## src/rtl/core/bwc5_pkg.sv

```systemverilog
package bwc5_pkg;

	localparam int MAX_WIDTH_DEF   = 2048;
	localparam int SIZE_W          = 12;
	localparam int THR_W           = 5;
	localparam int POS_W           = 11;
	localparam int CNT_W           = 5;
	localparam int WIN             = 5;
	localparam int HALF_WIN        = 2;
	localparam int MIN_SIZE        = 5;
	localparam int RESET_SIZE      = 2048;
	localparam int RESET_THRESHOLD = 13;
	localparam int LINE_W          = WIN - 1;
	localparam int COL_CNT_W       = 3;
	localparam int CFG_IDX_W       = 1;

	typedef enum logic [CFG_IDX_W-1:0] {
		CFG_IMAGE_SIZE      = 1'b0,
		CFG_COUNT_THRESHOLD = 1'b1
	} cfg_index_t;

	typedef struct packed {
		logic pixel_on;
	} pix_t;

	typedef struct packed {
		logic [POS_W-1:0] center_row;
		logic [POS_W-1:0] center_col;
		logic [CNT_W-1:0] window_count;
		logic             dense;
		logic             last_of_frame;
	} res_t;

	// control shared by every cell of the window chain
	typedef struct packed {
		logic shift;
		logic clear;
	} cell_ctrl_t;

	function automatic logic [COL_CNT_W-1:0] ones5(input logic [WIN-1:0] v);
		logic [COL_CNT_W-1:0] n;
		n = '0;
		for (int i = 0; i < WIN; i++) begin
			n = n + COL_CNT_W'(v[i]);
		end
		return n;
	endfunction

endpackage

```

## src/rtl/core/bwc5_cell.sv

```systemverilog
module bwc5_cell import bwc5_pkg::*; (
	input  logic                 clk,
	input  logic                 arst_n,
	input  cell_ctrl_t           ctrl,
	input  logic [WIN-1:0]       col_in,
	output logic [WIN-1:0]       col_q,
	output logic [COL_CNT_W-1:0] cnt_q
);
	// hold one window column and its set-bit count; pass the column on each shift
	always_ff @(posedge clk or negedge arst_n) begin
		if (!arst_n) begin
			col_q <= '0;
			cnt_q <= '0;
		end else if (ctrl.clear) begin
			col_q <= '0;
			cnt_q <= '0;
		end else if (ctrl.shift) begin
			col_q <= col_in;
			cnt_q <= ones5(col_in);
		end
	end
endmodule

```

## config.mk

```make
export PLATFORM = sky130hd
export DESIGN_NAME = bwc5_cell
export DESIGN_NICKNAME = d
export VERILOG_FILES = /design/src/rtl/core/bwc5_pkg.sv /design/src/rtl/core/bwc5_cell.sv
export SDC_FILE = /design/constraint.sdc
export NUM_CORES = 1
export LEC_CHECK = 0
export ABC_AREA = 1
export BUFFER_PORTS_ARGS = -buffer_cell sky130_fd_sc_hd__buf_2
export CAP_MARGIN = 20
export CORE_MARGIN = 5
export CORE_UTILIZATION = 25
export CTS_BUF_LIST = sky130_fd_sc_hd__clkbuf_4
export DETAILED_ROUTE_END_ITERATION = 8
export GPL_TIMING_DRIVEN = 0
export PLACE_DENSITY = 0.6
export SETUP_SLACK_MARGIN = 0.4
export SYNTH_ARGS = -nofsm -noshare
export SYNTH_HDL_FRONTEND = slang
export SYNTH_SLANG_ARGS = --single-unit
```

## constraint.sdc

```tcl
create_clock -name clk -period 0.8 [get_ports clk]
set_clock_uncertainty 0.15 [all_clocks]
set_input_delay 0.16 -clock clk [delete_from_list [all_inputs] [get_ports clk]]
set_output_delay 0.16 -clock clk [all_outputs]
set_load 0.01 [all_outputs]
```

==> results.json <==
{
  "synth_edf_count": 0,
  "start_util_pct": 26.7,
  "yosysWarnings": 0,
  "synth_top_area_share_pct": 49.2,
  "port_buffers": 15,
  "synth_cell_type_count": 9,
  "power.leakage_nw": 0.364,
  "clock_latency_ns": 0.25,
  "grt.total_usage_pct": 7.26,
  "maxCapViolCount": 0,
  "clock_path_buffers": 2,
  "path_class": "in2reg",
  "drc": 0,
  "post-route-min-period_ns": 1.51,
  "async_reset_ff_share_pct": 100,
  "critPathMaxFanout": 2,
  "vias": 350,
  "gp_congestion": 0.703,
  "final_core_utilization_pct": 41.1,
  "rows": 14,
  "violations": "hold timing, setup timing",
  "wl_per_cell_um": 11.0,
  "grt_pass1_vias": 363,
  "drv_slew": 0,
  "arrival_ns": 1.51,
  "timing.slew.headroom_pct": 87.5,
  "fmax_ghz": 0.662,
  "fin_ws_ns": -0.710,
  "diodes": 0,
  "cts_root_buf": "clkbuf_4",
  "outcome": "finished with violations",
  "vdd_drop_max_uv": 744,
  "synth-seq-cells": 8,
  "synthesis.area_um2": 407,
  "dr.pass1.iters": 2,
  "critPathCaptureType": "flop",
  "synth_top_cell_by_area": "dfrtp_1",
  "yosysSeqAreaShare_pct": 49.2,
  "cts_sinks": 8,
  "core_area_mm2": 0.00152,
  "startpoint_type": "input pin",
  "nets": 81,
  "cts.clk_slew.worst_paths_ns": 0.06,
  "synth_area_leaders": "dfrtp_1 49%, nand2_1 15%, fa_1 9.8%",
  "gr-total-overflow": 0,
  "holdWs_ns": -0.413,
  "grt_pass1_wl_mm": 1.38,
  "fin_crit_sh_pct": 189,
  "grt_max_degree": 10,
  "cts_buffers": 3,
  "die-area_mm2": 0.00253,
  "ant_nets": 0,
  "tightest_slew_ns": 0.187,
  "die_w_um": 50.3,
  "p_per_area_mw_per_mm2": 1600,
  "area_delta_synth_final_pct": 54.2,
  "ys_top_cells_by_count": "16 x nand2_1, 8 x dfrtp_1, 8 x nand3_1, 5 x inv_1, 2 x fa_1",
  "hpwl_um": 652,
  "finalSetupViolCount": 16,
  "syn_inst": 43,
  "synth.avg_cell_area_um2": 9.46,
  "via_per_inst": 4.22,
  "placed_cells": 74,
  "die_h_um": 50.3,
  "grt_setup_unrepaired": "true",
  "drtIter0Drc": 1,
  "hp-class": "in2async",
  "synth_ff_type": "dfrtp_1",
  "synth_fp_nets": 55,
  "instances_no_fill": 83,
  "required_ns": 0.80,
  "finalHoldViolCount": 10,
  "finalWirelength_um": 910,
  "cts_tree": "built",
  "h-tree-depth": 1,
  "antenna_found_initial": 0,
  "yosysMostFrequentCell": "nand2_1",
  "drive_above_1_share_pct": 53.7,
  "io_pins": 17
}
layout by cell type (no fill, tap or decap):
cell type and instances:
buf_2 14, nand2_1 13, dfrtp_1 8, buf_6 7, nand3_1 6, inv_2 3, inv_1 3, nand2_2 3
clkbuf_4 3, nand3_2 2, nor2_8 1, fa_1 1, fa_2 1, ha_4 1, buf_4 1
through the flow:
step	setup slack (ns)	power (mW)	setup TNS (ns)	area, um^2	hold WS (ns)
final	-0.710	1.01	-4.51	627	-0.413
after floorplan	-0.864	0.553	-2.43	409	-0.286
after global placement	-1.03	0.630	-2.97	504	-0.141
after global routing	-0.750	1.09	-5.03	627	-0.413
after CTS	-0.735	0.993	-4.51	586	-0.408
after detailed placement	-1.03	0.633	-2.99	504	-0.134
sequential cells by signal, indices dropped and copies added, names as in the netlist:
signal,count
cnt_q,3
col_q,5
timing repair:
action / CTS / global route
buffers inserted: 4 / 2
setup endpoints to repair: 16 / 16
pin swaps: 4 / 3
endpoints found under the hold margin: 10 / 8
gates resized for setup: 5 / 9
worst max-delay path, cell delays in order:
cell     delay, ns
buf_6         0.10
fa_1          0.52
inv_1         0.05
fa_2          0.33
inv_2         0.07
ha_4          0.19
nand3_2       0.05
nand2_1       0.04
layout make-up:
cell class / instances / area, um^2
multi-input combinational: 28 / 205
sequential: 8 / 200
fill: 162 / 897
inverter: 6 / 22.5
tap: 16 / 20.0
timing repair buffer: 21 / 145
buffer: 1 / 11.3
clock buffer: 3 / 22.5
kinds of logic (layout without fill, tap and decap cells):
logic type    after synthesis  count (layout)  share of synthesized area (%)
buf+inv                     7              31                           8.31
fa+ha+maj                   3               3                           12.9
simple gates               25              25                           29.5
flops                       8               8                           49.2
report_power, final:
part	internal, mW	switching [mW]	total, mW
Combinational	0.122	0.125	0.247
Sequential	0.433	0.0146	0.447
Clock	0.172	0.139	0.311
Total	0.727	0.278	1.01
layer usage:
| metal | GRT usage [%] | up-vias | part of all wire, % | wire, um |
|---|---|---|---|---|
| met5 | 0 | - | 0 | 0 |
| met4 | 3.83 | 0 | 0 | 0 |
| met3 | 3.55 | 0 | 7.0 | 64 |
| met2 | 11.5 | 12 | 47 | 429 |
| met1 | 7.96 | 158 | 46 | 416 |
| li1 | - | 180 | - | - |
worst paths after layout:
path | start | endpoint | slack [ns] | depth (start not counted)
max | col_in[3] | cnt_q[1] | -0.71 | 8
min | arst_n | cnt_q[1] | -0.41 | 1
max reg2reg | col_q[0] | col_q[0] | -0.13 | 4
min reg2reg | cnt_q[1] | cnt_q[1] | 0.33 | 2
max in group asynchronous | arst_n | col_q[0] | 0.73 | 1
min in group clk | col_in[3] | col_q[3] | 0 | 3
(Power assumes the default switching activity.)
